===== config.mk =====
export PLATFORM = sky130hd
export DESIGN_NAME = swept_box_earliest_hit_core
export DESIGN_NICKNAME = d
export VERILOG_FILES = /design/src/sbeh_pkg.sv /design/src/sbeh_div.sv /design/src/sbeh_datapath.sv /design/src/sbeh_ctrl.sv /design/src/swept_box_earliest_hit_core.sv
export SDC_FILE = /design/constraint.sdc
export NUM_CORES = 2
export LEC_CHECK = 0
export BUFFER_PORTS_ARGS = -buffer_cell sky130_fd_sc_hd__buf_2
export CORE_MARGIN = 3
export CORE_UTILIZATION = 60
export DETAILED_ROUTE_END_ITERATION = 16
export PLACE_DENSITY = 0.77
export SLEW_MARGIN = 20
export SYNTH_ARGS = -nofsm -noshare
export SYNTH_HDL_FRONTEND = slang
export SYNTH_HIERARCHICAL = 1
export SYNTH_SLANG_ARGS = --single-unit

===== constraint.sdc =====
create_clock -name clock -period 25.9 [get_ports clock]
set_input_delay 1.295 -clock clock [delete_from_list [all_inputs] [get_ports clock]]
set_output_delay 1.295 -clock clock [all_outputs]
set_load 0.05 [all_outputs]

===== src/sbeh_pkg.sv =====
// ----------------------------------------------------------------------------
// sbeh_pkg
// Shared types and constants of the swept box earliest hit core.
// ----------------------------------------------------------------------------
package sbeh_pkg;

   localparam int DEF_COORD_BITS = 24;
   localparam int HALF_BITS      = 16;
   localparam int TIME_BITS      = 18;
   localparam int NORM_BITS      = 2;
   localparam int Q16_SHIFT      = 16;
   localparam int ONE_Q16        = 65536;
   localparam int TIME_MIN       = -131072;
   localparam int TIME_MAX       = 65535;

   typedef enum logic [1:0] {
      OP_XLO,
      OP_XHI,
      OP_YLO,
      OP_YHI
   } op_type;

   typedef enum logic [3:0] {
      S_IDLE,
      S_PREP,
      S_XCHK,
      S_DIV_GO,
      S_DIV_WAIT,
      S_YCHK,
      S_EVAL,
      S_HCHK,
      S_MUL,
      S_HPT,
      S_NRM,
      S_FIN,
      S_RPT
   } state_type;

   typedef struct packed {
      logic   load;
      logic   div_start;
      op_type div_op;
      logic   eval;
      logic   mul;
      logic   hpt;
      logic   upd;
      logic   report;
   } cmd_type;

   typedef struct packed {
      logic dx_zero;
      logic dy_zero;
      logic x_out;
      logic y_out;
      logic div_done;
      logic div_busy;
      logic hit_ok;
      logic last;
      logic rsp_free;
   } status_type;

endpackage


===== src/sbeh_div.sv =====
// ----------------------------------------------------------------------------
// sbeh_div
// Restoring divider, one quotient bit per cycle, signed result from
// magnitudes and a sign flag. Truncates toward zero.
// ----------------------------------------------------------------------------
module sbeh_div #(
   parameter int NUM_BITS = 43,
   parameter int DEN_BITS = 25
) (
   input  logic                       clock,
   input  logic                       reset,
   input  logic                       start,
   input  logic [NUM_BITS-1:0]        num_mag,
   input  logic [DEN_BITS-1:0]        den_mag,
   input  logic                       neg,
   output logic                       busy,
   output logic                       done,
   output logic signed [NUM_BITS:0]   quo
);

   localparam int CNT_BITS = $clog2(NUM_BITS + 1);

   logic [NUM_BITS-1:0] q_ff, q_in;
   logic [DEN_BITS-1:0] rem_ff, rem_in;
   logic [DEN_BITS-1:0] den_ff, den_in;
   logic [CNT_BITS-1:0] cnt_ff, cnt_in;
   logic                busy_ff, busy_in;
   logic                done_ff, done_in;
   logic                neg_ff, neg_in;
   logic [DEN_BITS:0]   rem_sh;
   logic [DEN_BITS:0]   rem_sub;
   logic                q_bit;

   always_comb begin
      rem_sh  = {rem_ff, q_ff[NUM_BITS-1]};
      q_bit   = (rem_sh >= {1'b0, den_ff});
      rem_sub = rem_sh - {1'b0, den_ff};
      q_in    = q_ff;
      rem_in  = rem_ff;
      den_in  = den_ff;
      cnt_in  = cnt_ff;
      busy_in = busy_ff;
      done_in = 1'b0;
      neg_in  = neg_ff;
      if (start) begin
         q_in    = num_mag;
         rem_in  = '0;
         den_in  = den_mag;
         cnt_in  = CNT_BITS'(NUM_BITS);
         busy_in = 1'b1;
         neg_in  = neg;
      end else if (busy_ff) begin
         q_in   = {q_ff[NUM_BITS-2:0], q_bit};
         rem_in = q_bit ? rem_sub[DEN_BITS-1:0] : rem_sh[DEN_BITS-1:0];
         cnt_in = cnt_ff - 1'b1;
         if (cnt_ff == CNT_BITS'(1)) begin
            busy_in = 1'b0;
            done_in = 1'b1;
         end
      end
   end

   always_ff @(posedge clock) begin
      if (reset) begin
         busy_ff <= 1'b0;
         done_ff <= 1'b0;
         cnt_ff  <= '0;
      end else begin
         busy_ff <= busy_in;
         done_ff <= done_in;
         cnt_ff  <= cnt_in;
      end
      q_ff   <= q_in;
      rem_ff <= rem_in;
      den_ff <= den_in;
      neg_ff <= neg_in;
   end

   assign busy = busy_ff;
   assign done = done_ff;
   assign quo  = neg_ff ? -$signed({1'b0, q_ff}) : $signed({1'b0, q_ff});

endmodule


===== src/sbeh_datapath.sv =====
// ----------------------------------------------------------------------------
// sbeh_datapath
// Operand registers, slab times, hit point, normal, kept best hit and the
// result register.
// ----------------------------------------------------------------------------
module sbeh_datapath #(
   parameter int COORD_BITS = sbeh_pkg::DEF_COORD_BITS
) (
   input  logic                                    clock,
   input  logic                                    reset,
   input  sbeh_pkg::cmd_type                       cmd,
   output sbeh_pkg::status_type                    st,
   input  logic signed [COORD_BITS-1:0]            req_mover_x,
   input  logic signed [COORD_BITS-1:0]            req_mover_y,
   input  logic [sbeh_pkg::HALF_BITS-1:0]          req_mover_half_w,
   input  logic [sbeh_pkg::HALF_BITS-1:0]          req_mover_half_h,
   input  logic signed [COORD_BITS-1:0]            req_move_dx,
   input  logic signed [COORD_BITS-1:0]            req_move_dy,
   input  logic signed [COORD_BITS-1:0]            req_box_x,
   input  logic signed [COORD_BITS-1:0]            req_box_y,
   input  logic [sbeh_pkg::HALF_BITS-1:0]          req_box_half_w,
   input  logic [sbeh_pkg::HALF_BITS-1:0]          req_box_half_h,
   input  logic                                    req_last_box,
   output logic                                    rsp_valid,
   input  logic                                    rsp_ready,
   output logic                                    rsp_hit_found,
   output logic signed [sbeh_pkg::TIME_BITS-1:0]   rsp_hit_time,
   output logic signed [COORD_BITS-1:0]            rsp_hit_x,
   output logic signed [COORD_BITS-1:0]            rsp_hit_y,
   output logic signed [sbeh_pkg::NORM_BITS-1:0]   rsp_normal_x,
   output logic signed [sbeh_pkg::NORM_BITS-1:0]   rsp_normal_y
);

   localparam int C   = COORD_BITS;
   localparam int TB  = sbeh_pkg::TIME_BITS;
   localparam int NB  = sbeh_pkg::NORM_BITS;
   localparam int XB  = sbeh_pkg::HALF_BITS + 1;   // grown half extent
   localparam int EW  = C + 2;                      // slab edge
   localparam int DFW = C + 3;                      // edge minus origin
   localparam int NW  = DFW + sbeh_pkg::Q16_SHIFT;  // numerator magnitude
   localparam int QW  = NW + 1;                     // signed quotient
   localparam int PW  = C + 1 + TB;                 // displacement times time
   localparam int SW  = C + 4;                      // hit point sum

   localparam logic signed [QW-1:0] T_ONE  = QW'(sbeh_pkg::ONE_Q16);
   localparam logic signed [QW-1:0] T_MIN  = QW'(sbeh_pkg::TIME_MIN);
   localparam logic signed [QW-1:0] T_ZERO = '0;
   localparam logic signed [C:0]    O_ZERO = '0;
   localparam logic signed [TB-1:0] TS_MIN = TB'(sbeh_pkg::TIME_MIN);
   localparam logic signed [TB-1:0] TS_MAX = TB'(sbeh_pkg::TIME_MAX);
   localparam logic signed [SW-1:0] C_HI   = SW'((64'sd1 <<< (C - 1)) - 64'sd1);
   localparam logic signed [SW-1:0] C_LO   = -C_HI - SW'(1);
   localparam logic signed [NB-1:0] N_POS  = NB'(1);
   localparam logic signed [NB-1:0] N_NEG  = -NB'(1);

   // item operands
   logic signed [C-1:0]  px_ff, py_ff, bx_ff, by_ff;
   logic signed [C:0]    dx2_ff, dy2_ff;
   logic [XB-1:0]        exw_ff, exh_ff;
   logic                 last_ff;
   // slab edges
   logic signed [EW-1:0] lox_ff, hix_ff, loy_ff, hiy_ff;
   // slab times in operation order
   logic signed [QW-1:0] t_ff [4];
   // hit evaluation
   logic                 hit_ff, hit_in;
   logic signed [TB-1:0] ts_ff, ts_in;
   logic signed [PW-1:0] prx_ff, pry_ff;
   logic signed [C-1:0]  hx_ff, hy_ff;
   // kept best hit
   logic                 bv_ff, bv_in;
   logic signed [TB-1:0] bt_ff, bt_in;
   logic signed [C-1:0]  bpx_ff, bpx_in, bpy_ff, bpy_in;
   logic signed [NB-1:0] bnx_ff, bnx_in, bny_ff, bny_in;
   // result register
   logic                 rv_ff, rv_in;
   logic                 rf_ff;
   logic signed [TB-1:0] rt_ff;
   logic signed [C-1:0]  rx_ff, ry_ff;
   logic signed [NB-1:0] rnx_ff, rny_ff;

   // ---------------- divider operands
   logic signed [EW-1:0]  edge_sel;
   logic signed [C-1:0]   org_sel;
   logic signed [C:0]     d_sel;
   logic signed [DFW-1:0] diff;
   logic [DFW-1:0]        diff_mag;
   logic [C:0]            d_mag;
   logic                  div_busy, div_done;
   logic signed [QW-1:0]  quo;

   always_comb begin
      case (cmd.div_op)
         sbeh_pkg::OP_XLO: begin
            edge_sel = lox_ff; org_sel = px_ff; d_sel = dx2_ff;
         end
         sbeh_pkg::OP_XHI: begin
            edge_sel = hix_ff; org_sel = px_ff; d_sel = dx2_ff;
         end
         sbeh_pkg::OP_YLO: begin
            edge_sel = loy_ff; org_sel = py_ff; d_sel = dy2_ff;
         end
         default: begin
            edge_sel = hiy_ff; org_sel = py_ff; d_sel = dy2_ff;
         end
      endcase
      diff     = DFW'(edge_sel) - DFW'(org_sel);
      diff_mag = diff[DFW-1] ? DFW'(-diff) : DFW'(diff);
      d_mag    = d_sel[C] ? (C+1)'(-d_sel) : (C+1)'(d_sel);
   end

   sbeh_div #(
      .NUM_BITS(NW),
      .DEN_BITS(C + 1)
   ) u_div (
      .clock  (clock),
      .reset  (reset),
      .start  (cmd.div_start),
      .num_mag({diff_mag, {sbeh_pkg::Q16_SHIFT{1'b0}}}),
      .den_mag(d_mag),
      .neg    (diff[DFW-1] ^ d_sel[C]),
      .busy   (div_busy),
      .done   (div_done),
      .quo    (quo)
   );

   // ---------------- slab combine and hit test
   logic                 x_used, y_used;
   logic signed [QW-1:0] enx, exx, eny, exy, ent, ext;

   always_comb begin
      x_used = (dx2_ff != '0);
      y_used = (dy2_ff != '0);
      enx = (t_ff[0] < t_ff[1]) ? t_ff[0] : t_ff[1];
      exx = (t_ff[0] < t_ff[1]) ? t_ff[1] : t_ff[0];
      eny = (t_ff[2] < t_ff[3]) ? t_ff[2] : t_ff[3];
      exy = (t_ff[2] < t_ff[3]) ? t_ff[3] : t_ff[2];
      if (x_used && y_used) begin
         ent = (eny > enx) ? eny : enx;
         ext = (exy < exx) ? exy : exx;
      end else if (x_used) begin
         ent = enx;
         ext = exx;
      end else begin
         ent = eny;
         ext = exy;
      end
      hit_in = (x_used || y_used) && (ext > ent) && (ext > T_ZERO) && (ent < T_ONE);
      ts_in  = (ent < T_MIN) ? TS_MIN : ent[TB-1:0];
   end

   // ---------------- hit point
   logic signed [SW-1:0] sx, sy;
   logic signed [C-1:0]  hx_in, hy_in;

   always_comb begin
      sx    = SW'(px_ff) + SW'(prx_ff >>> sbeh_pkg::Q16_SHIFT);
      sy    = SW'(py_ff) + SW'(pry_ff >>> sbeh_pkg::Q16_SHIFT);
      hx_in = (sx > C_HI) ? C_HI[C-1:0] : ((sx < C_LO) ? C_LO[C-1:0] : sx[C-1:0]);
      hy_in = (sy > C_HI) ? C_HI[C-1:0] : ((sy < C_LO) ? C_LO[C-1:0] : sy[C-1:0]);
   end

   // ---------------- normal and keep decision
   logic signed [C:0]    ox, oy;
   logic [C:0]           aox, aoy, adx, ady;
   logic signed [C+2:0]  penx, peny;
   logic signed [NB-1:0] nx, ny;
   logic                 take;

   always_comb begin
      ox   = (C+1)'(hx_ff) - (C+1)'(bx_ff);
      oy   = (C+1)'(hy_ff) - (C+1)'(by_ff);
      aox  = ox[C] ? (C+1)'(-ox) : (C+1)'(ox);
      aoy  = oy[C] ? (C+1)'(-oy) : (C+1)'(oy);
      adx  = dx2_ff[C] ? (C+1)'(-dx2_ff) : (C+1)'(dx2_ff);
      ady  = dy2_ff[C] ? (C+1)'(-dy2_ff) : (C+1)'(dy2_ff);
      penx = $signed((C+3)'(exw_ff)) - $signed((C+3)'(aox));
      peny = $signed((C+3)'(exh_ff)) - $signed((C+3)'(aoy));
      nx   = '0;
      ny   = '0;
      if (penx < peny) begin
         nx = (ox > O_ZERO) ? N_POS : ((ox < O_ZERO) ? N_NEG : '0);
      end else begin
         ny = (oy > O_ZERO) ? N_POS : ((oy < O_ZERO) ? N_NEG : '0);
      end
      take = !bv_ff || (ts_ff < bt_ff) ||
             ((ts_ff == bt_ff) && (((adx > ady) && (nx != '0)) ||
                                   ((ady > adx) && (ny != '0))));
   end

   // ---------------- best hit and result register
   always_comb begin
      bv_in  = bv_ff;
      bt_in  = bt_ff;
      bpx_in = bpx_ff;
      bpy_in = bpy_ff;
      bnx_in = bnx_ff;
      bny_in = bny_ff;
      rv_in  = rv_ff && !rsp_ready;
      if (cmd.upd && take) begin
         bv_in  = 1'b1;
         bt_in  = ts_ff;
         bpx_in = hx_ff;
         bpy_in = hy_ff;
         bnx_in = nx;
         bny_in = ny;
      end
      if (cmd.report) begin
         rv_in  = 1'b1;
         bv_in  = 1'b0;
         bt_in  = TS_MAX;
         bpx_in = '0;
         bpy_in = '0;
         bnx_in = '0;
         bny_in = '0;
      end
   end

   always_ff @(posedge clock) begin
      if (reset) begin
         bv_ff  <= 1'b0;
         bt_ff  <= TS_MAX;
         bpx_ff <= '0;
         bpy_ff <= '0;
         bnx_ff <= '0;
         bny_ff <= '0;
         rv_ff  <= 1'b0;
         hit_ff <= 1'b0;
      end else begin
         bv_ff  <= bv_in;
         bt_ff  <= bt_in;
         bpx_ff <= bpx_in;
         bpy_ff <= bpy_in;
         bnx_ff <= bnx_in;
         bny_ff <= bny_in;
         rv_ff  <= rv_in;
         if (cmd.eval) begin
            hit_ff <= hit_in;
         end
      end
   end

   always_ff @(posedge clock) begin
      if (cmd.load) begin
         px_ff   <= req_mover_x;
         py_ff   <= req_mover_y;
         dx2_ff  <= (C+1)'(req_move_dx) <<< 1;
         dy2_ff  <= (C+1)'(req_move_dy) <<< 1;
         bx_ff   <= req_box_x;
         by_ff   <= req_box_y;
         exw_ff  <= XB'(req_box_half_w) + XB'(req_mover_half_w);
         exh_ff  <= XB'(req_box_half_h) + XB'(req_mover_half_h);
         last_ff <= req_last_box;
      end
      lox_ff <= EW'(bx_ff) - $signed(EW'(exw_ff));
      hix_ff <= EW'(bx_ff) + $signed(EW'(exw_ff));
      loy_ff <= EW'(by_ff) - $signed(EW'(exh_ff));
      hiy_ff <= EW'(by_ff) + $signed(EW'(exh_ff));
      if (div_done) begin
         t_ff[cmd.div_op] <= quo;
      end
      if (cmd.eval) begin
         ts_ff <= ts_in;
      end
      if (cmd.mul) begin
         prx_ff <= PW'(dx2_ff * ts_ff);
         pry_ff <= PW'(dy2_ff * ts_ff);
      end
      if (cmd.hpt) begin
         hx_ff <= hx_in;
         hy_ff <= hy_in;
      end
      if (cmd.report) begin
         rf_ff  <= bv_ff;
         rt_ff  <= bv_ff ? bt_ff : '0;
         rx_ff  <= bpx_ff;
         ry_ff  <= bpy_ff;
         rnx_ff <= bnx_ff;
         rny_ff <= bny_ff;
      end
   end

   always_comb begin
      st.dx_zero  = !x_used;
      st.dy_zero  = !y_used;
      st.x_out    = (EW'(px_ff) <= lox_ff) || (EW'(px_ff) >= hix_ff);
      st.y_out    = (EW'(py_ff) <= loy_ff) || (EW'(py_ff) >= hiy_ff);
      st.div_done = div_done;
      st.div_busy = div_busy;
      st.hit_ok   = hit_ff;
      st.last     = last_ff;
      st.rsp_free = !rv_ff || rsp_ready;
   end

   assign rsp_valid     = rv_ff;
   assign rsp_hit_found = rf_ff;
   assign rsp_hit_time  = rt_ff;
   assign rsp_hit_x     = rx_ff;
   assign rsp_hit_y     = ry_ff;
   assign rsp_normal_x  = rnx_ff;
   assign rsp_normal_y  = rny_ff;

endmodule


===== src/sbeh_ctrl.sv =====
// ----------------------------------------------------------------------------
// sbeh_ctrl
// Sequencer: load, slab divisions, hit evaluation, update and report.
// ----------------------------------------------------------------------------
module sbeh_ctrl (
   input  logic                 clock,
   input  logic                 reset,
   input  logic                 req_valid,
   output logic                 req_ready,
   input  sbeh_pkg::status_type st,
   output sbeh_pkg::cmd_type    cmd
);

   sbeh_pkg::state_type state_ff, state_in;
   sbeh_pkg::op_type    op_ff, op_in;

   always_comb begin
      state_in = state_ff;
      op_in    = op_ff;
      unique case (state_ff)
         sbeh_pkg::S_IDLE: if (req_valid) state_in = sbeh_pkg::S_PREP;
         sbeh_pkg::S_PREP: state_in = sbeh_pkg::S_XCHK;
         sbeh_pkg::S_XCHK: begin
            if (st.dx_zero) begin
               state_in = st.x_out ? sbeh_pkg::S_FIN : sbeh_pkg::S_YCHK;
            end else begin
               op_in    = sbeh_pkg::OP_XLO;
               state_in = sbeh_pkg::S_DIV_GO;
            end
         end
         sbeh_pkg::S_DIV_GO: state_in = sbeh_pkg::S_DIV_WAIT;
         sbeh_pkg::S_DIV_WAIT: begin
            if (st.div_done) begin
               unique case (op_ff)
                  sbeh_pkg::OP_XLO: begin
                     op_in    = sbeh_pkg::OP_XHI;
                     state_in = sbeh_pkg::S_DIV_GO;
                  end
                  sbeh_pkg::OP_XHI: state_in = sbeh_pkg::S_YCHK;
                  sbeh_pkg::OP_YLO: begin
                     op_in    = sbeh_pkg::OP_YHI;
                     state_in = sbeh_pkg::S_DIV_GO;
                  end
                  default: state_in = sbeh_pkg::S_EVAL;
               endcase
            end
         end
         sbeh_pkg::S_YCHK: begin
            if (st.dy_zero) begin
               state_in = st.y_out ? sbeh_pkg::S_FIN : sbeh_pkg::S_EVAL;
            end else begin
               op_in    = sbeh_pkg::OP_YLO;
               state_in = sbeh_pkg::S_DIV_GO;
            end
         end
         sbeh_pkg::S_EVAL: state_in = sbeh_pkg::S_HCHK;
         sbeh_pkg::S_HCHK: state_in = st.hit_ok ? sbeh_pkg::S_MUL : sbeh_pkg::S_FIN;
         sbeh_pkg::S_MUL:  state_in = sbeh_pkg::S_HPT;
         sbeh_pkg::S_HPT:  state_in = sbeh_pkg::S_NRM;
         sbeh_pkg::S_NRM:  state_in = sbeh_pkg::S_FIN;
         sbeh_pkg::S_FIN:  state_in = st.last ? sbeh_pkg::S_RPT : sbeh_pkg::S_IDLE;
         sbeh_pkg::S_RPT:  if (st.rsp_free) state_in = sbeh_pkg::S_IDLE;
         default:          state_in = sbeh_pkg::S_IDLE;
      endcase
   end

   always_comb begin
      cmd           = '0;
      cmd.div_op    = op_ff;
      req_ready     = 1'b0;
      unique case (state_ff)
         sbeh_pkg::S_IDLE: begin
            req_ready = 1'b1;
            cmd.load  = req_valid;
         end
         sbeh_pkg::S_DIV_GO: cmd.div_start = 1'b1;
         sbeh_pkg::S_EVAL:   cmd.eval      = 1'b1;
         sbeh_pkg::S_MUL:    cmd.mul       = 1'b1;
         sbeh_pkg::S_HPT:    cmd.hpt       = 1'b1;
         sbeh_pkg::S_NRM:    cmd.upd       = 1'b1;
         sbeh_pkg::S_RPT:    cmd.report    = st.rsp_free;
         default: ;
      endcase
   end

   always_ff @(posedge clock) begin
      if (reset) begin
         state_ff <= sbeh_pkg::S_IDLE;
         op_ff    <= sbeh_pkg::OP_XLO;
      end else begin
         state_ff <= state_in;
         op_ff    <= op_in;
      end
   end

endmodule


===== src/swept_box_earliest_hit_core.sv =====
// ----------------------------------------------------------------------------
// swept_box_earliest_hit_core
// Earliest hit of a swept box against a list of obstacle boxes.
// ----------------------------------------------------------------------------
// Usage: send one transaction per obstacle on the req_ channel (valid/ready),
// each carrying the mover box, its displacement and the obstacle. The sweep
// looks two displacements ahead. Mark the final obstacle with req_last_box;
// one rsp_ transaction then carries the earliest hit (or hit_found 0 with all
// fields zero) and the kept hit clears for the next sweep.
// Timing: a transaction runs from accept to completion before the next accept
// (the last of a sweep also passes through the report state); each
// axis with non-zero displacement costs two divisions on the single shared
// divider, one quotient bit per cycle (COORD_BITS+19 bits), and the divider
// sets the rate. An axis with zero displacement skips its divisions.
// Reset: synchronous, active high; clears the sequencer, the kept hit and
// the valid flag of the result register.
// Stall: the result waits in an output register while the next obstacle is
// taken; only a second result stalls the sequencer until rsp_ready.
// ----------------------------------------------------------------------------
module swept_box_earliest_hit_core #(
   parameter int COORD_BITS = sbeh_pkg::DEF_COORD_BITS
) (
   input  logic                                    clock,
   input  logic                                    reset,
   input  logic                                    req_valid,
   output logic                                    req_ready,
   input  logic signed [COORD_BITS-1:0]            req_mover_x,
   input  logic signed [COORD_BITS-1:0]            req_mover_y,
   input  logic [sbeh_pkg::HALF_BITS-1:0]          req_mover_half_w,
   input  logic [sbeh_pkg::HALF_BITS-1:0]          req_mover_half_h,
   input  logic signed [COORD_BITS-1:0]            req_move_dx,
   input  logic signed [COORD_BITS-1:0]            req_move_dy,
   input  logic signed [COORD_BITS-1:0]            req_box_x,
   input  logic signed [COORD_BITS-1:0]            req_box_y,
   input  logic [sbeh_pkg::HALF_BITS-1:0]          req_box_half_w,
   input  logic [sbeh_pkg::HALF_BITS-1:0]          req_box_half_h,
   input  logic                                    req_last_box,
   output logic                                    rsp_valid,
   input  logic                                    rsp_ready,
   output logic                                    rsp_hit_found,
   output logic signed [sbeh_pkg::TIME_BITS-1:0]   rsp_hit_time,
   output logic signed [COORD_BITS-1:0]            rsp_hit_x,
   output logic signed [COORD_BITS-1:0]            rsp_hit_y,
   output logic signed [sbeh_pkg::NORM_BITS-1:0]   rsp_normal_x,
   output logic signed [sbeh_pkg::NORM_BITS-1:0]   rsp_normal_y
);

   sbeh_pkg::cmd_type    cmd;
   sbeh_pkg::status_type st;

   // sequencer: one transaction at a time
   sbeh_ctrl u_ctrl (
      .clock    (clock),
      .reset    (reset),
      .req_valid(req_valid),
      .req_ready(req_ready),
      .st       (st),
      .cmd      (cmd)
   );

   // arithmetic, kept hit and result register
   sbeh_datapath #(
      .COORD_BITS(COORD_BITS)
   ) u_dp (
      .clock           (clock),
      .reset           (reset),
      .cmd             (cmd),
      .st              (st),
      .req_mover_x     (req_mover_x),
      .req_mover_y     (req_mover_y),
      .req_mover_half_w(req_mover_half_w),
      .req_mover_half_h(req_mover_half_h),
      .req_move_dx     (req_move_dx),
      .req_move_dy     (req_move_dy),
      .req_box_x       (req_box_x),
      .req_box_y       (req_box_y),
      .req_box_half_w  (req_box_half_w),
      .req_box_half_h  (req_box_half_h),
      .req_last_box    (req_last_box),
      .rsp_valid       (rsp_valid),
      .rsp_ready       (rsp_ready),
      .rsp_hit_found   (rsp_hit_found),
      .rsp_hit_time    (rsp_hit_time),
      .rsp_hit_x       (rsp_hit_x),
      .rsp_hit_y       (rsp_hit_y),
      .rsp_normal_x    (rsp_normal_x),
      .rsp_normal_y    (rsp_normal_y)
   );

   // never accept while a division runs
   a_no_accept_busy: assert property (@(posedge clock) disable iff (reset)
      !(req_ready && st.div_busy))
      else $error("transaction accepted while divider busy");

   // one transaction in flight: ready drops after accept
   a_ready_drop: assert property (@(posedge clock) disable iff (reset)
      (req_valid && req_ready) |=> !req_ready)
      else $error("ready held after accept");

   // a miss report carries zero fields
   a_miss_zero: assert property (@(posedge clock) disable iff (reset)
      (rsp_valid && !rsp_hit_found) |-> (rsp_hit_time == '0 && rsp_hit_x == '0 &&
         rsp_hit_y == '0 && rsp_normal_x == '0 && rsp_normal_y == '0))
      else $error("miss report with non-zero fields");

   // the normal lies on one axis at most
   a_normal_axis: assert property (@(posedge clock) disable iff (reset)
      rsp_valid |-> !(rsp_normal_x != '0 && rsp_normal_y != '0))
      else $error("normal on both axes");

endmodule


==> flow_summary.yaml <==
floorplan:
  coreArea_sq_mm: 0.145
  fp-row-count: 139
  die_w_microns: 389
  die_area_sq_mm: 0.151
  start_util: 0.609
  io_pins: 286
  dieHeight_microns: 389
place:
  hpwlAfterDp_microns: 222000
  port_buffers: 285
  dpl_cell_area_sq_mm: 0.0914
  place_congestion: 1.01
sta:
  rsz0062_at_grt: "false"
  tightest_slew_ns: 1.18
  finalSetupViolCount: 0
  fin_tns_setup_ns: 0
  fmax_ghz: 0.0887
  timing.final.crit_share: 0.435
  hold_viol: 0
  maxSlewHeadroom: 0.214
  timing.hold.ws_ns: 0.421
  period_minus_slack_ns: 11.28
  drv_slew: 0
  skew_ns: 0.0953
layout:
  final_cell_mix: "1381 x inv_1, 899 x nand2_1, 877 x ha_1, 862 x fa_1, 615 x edfxtp_1"
  areaGrowthSynthToFinish_pct: 7.49
  final_common_cell: "inv_1"
  nNetsFinal: 11370
  design_area_sq_mm: 0.0947
  drive_gt1_frac: 0.0782
yosys:
  yosysWarnings: 6
  avgSynthCellArea_sq_um: 9.47
  syn_inst: 9303
  netlist_area_sq_mm: 0.0881
setup_path:
  worstSetupEndpointType: "flip-flop"
  path_buf_inv: 3
  worst-path-max-fanout: 60
  path_delay_family: "compound AO/OA/AOI/OAI gates"
  crit_type: "flip-flop to flip-flop"
  arrival_ns: 11.92
  start_kind: "flip-flop"
  crit_top_cell: "ha_1"
  required_ns: 26.54
  slowest_stage: "nor2_4"
  critPathMaxStageDelay_ns: 0.88
clocking:
  cts_resized: 0
  cts_setup_buffers: 0
  numClockSinks: 825
  clock-root-buffer: "clkbuf_16"
  cts_tree: "yes"
  numCtsBuffers: 93
  htreeDepth: 3
  insertion_delay_ns: 0.74
  cts_max_path_buffers: 3
  cts_hold_buf: 0
  clk_pin_slew_worst_paths_ns: 0.07
drt:
  drtPass1Iterations: 8
  routed_wl_microns: 286000
  vias: 71116
  route.antenna.remaining_nets: 0
  drtIter0Drc: 7611
  wl_per_cell_microns: 25.1
  drc: 0
  vias_per_cell: 6.23
global_routing:
  grt_max_degree: 127
  overflow: 0
  antenna_found_initial: 14
  grt_pass1_wl_microns: 431000
  grt_usage: 0.376
  first_global_vias: 70700
run_status:
  status: "finished, final reports clean"
hold_path:
  hold_class: "flip-flop to flip-flop"
flow_run:
  max-cap-violations: 0
## per-stage QoR
stage / util / setup slack [ns] / cells
detailed placement: 0.631 / 14.90 / 11225
floorplan: - / 17.24 / 9320
CTS: 0.654 / 14.82 / 11401
global route: 0.654 / 14.01 / 11402
finish: 0.654 / 14.62 / 11408
global placement: 0.631 / 15.02 / 11225
## worst paths after layout
check | depth (start not counted) | from | slack (ns) | to
setup / recovery | 33 | u_dp/t_ff[3][43] | 14.62 | u_dp/hit_ff
hold / removal | 0 | u_dp/bnx_ff[0] | 0.42 | u_dp/rsp_normal_x[0]
setup reg to reg | 33 | u_dp/t_ff[3][43] | 14.62 | u_dp/hit_ff
hold reg to reg | 0 | u_dp/bnx_ff[0] | 0.42 | u_dp/rsp_normal_x[0]
## metal layers
layer,GRT usage,share of wire,up-vias
met5,0,0.00026,-
met4,0.150,0.044,10
met3,0.0861,0.12,671
met2,0.565,0.43,3666
met1,0.531,0.41,35127
li1,-,-,31642
## flip-flops by register name (all words and copies together), names as in the netlist, 25 cells and up
name,cells
u_dp/prx_ff,27
u_dp/pry_ff,27
u_dp/u_div/den_ff,25
u_dp/hix_ff,25
u_dp/u_div/rem_ff,25
u_dp/u_div/q_ff,43
u_dp/hiy_ff,25
u_dp/t_ff,176
## final cells by class
type / count / area [sq um]
multi-input combinational: 6734 / 59000
fill: 11671 / 50000
sequential: 825 / 22700
inverter: 1381 / 5180
clock buffer: 131 / 2650
tap: 1903 / 2380
timing repair buffer: 383 / 2190
clock inverter: 45 / 621
antenna: 6 / 15.0
Power is left out: the tool's default activity adds up to more than one toggle a clock period on the data nets, which glitch-free logic cannot reach.
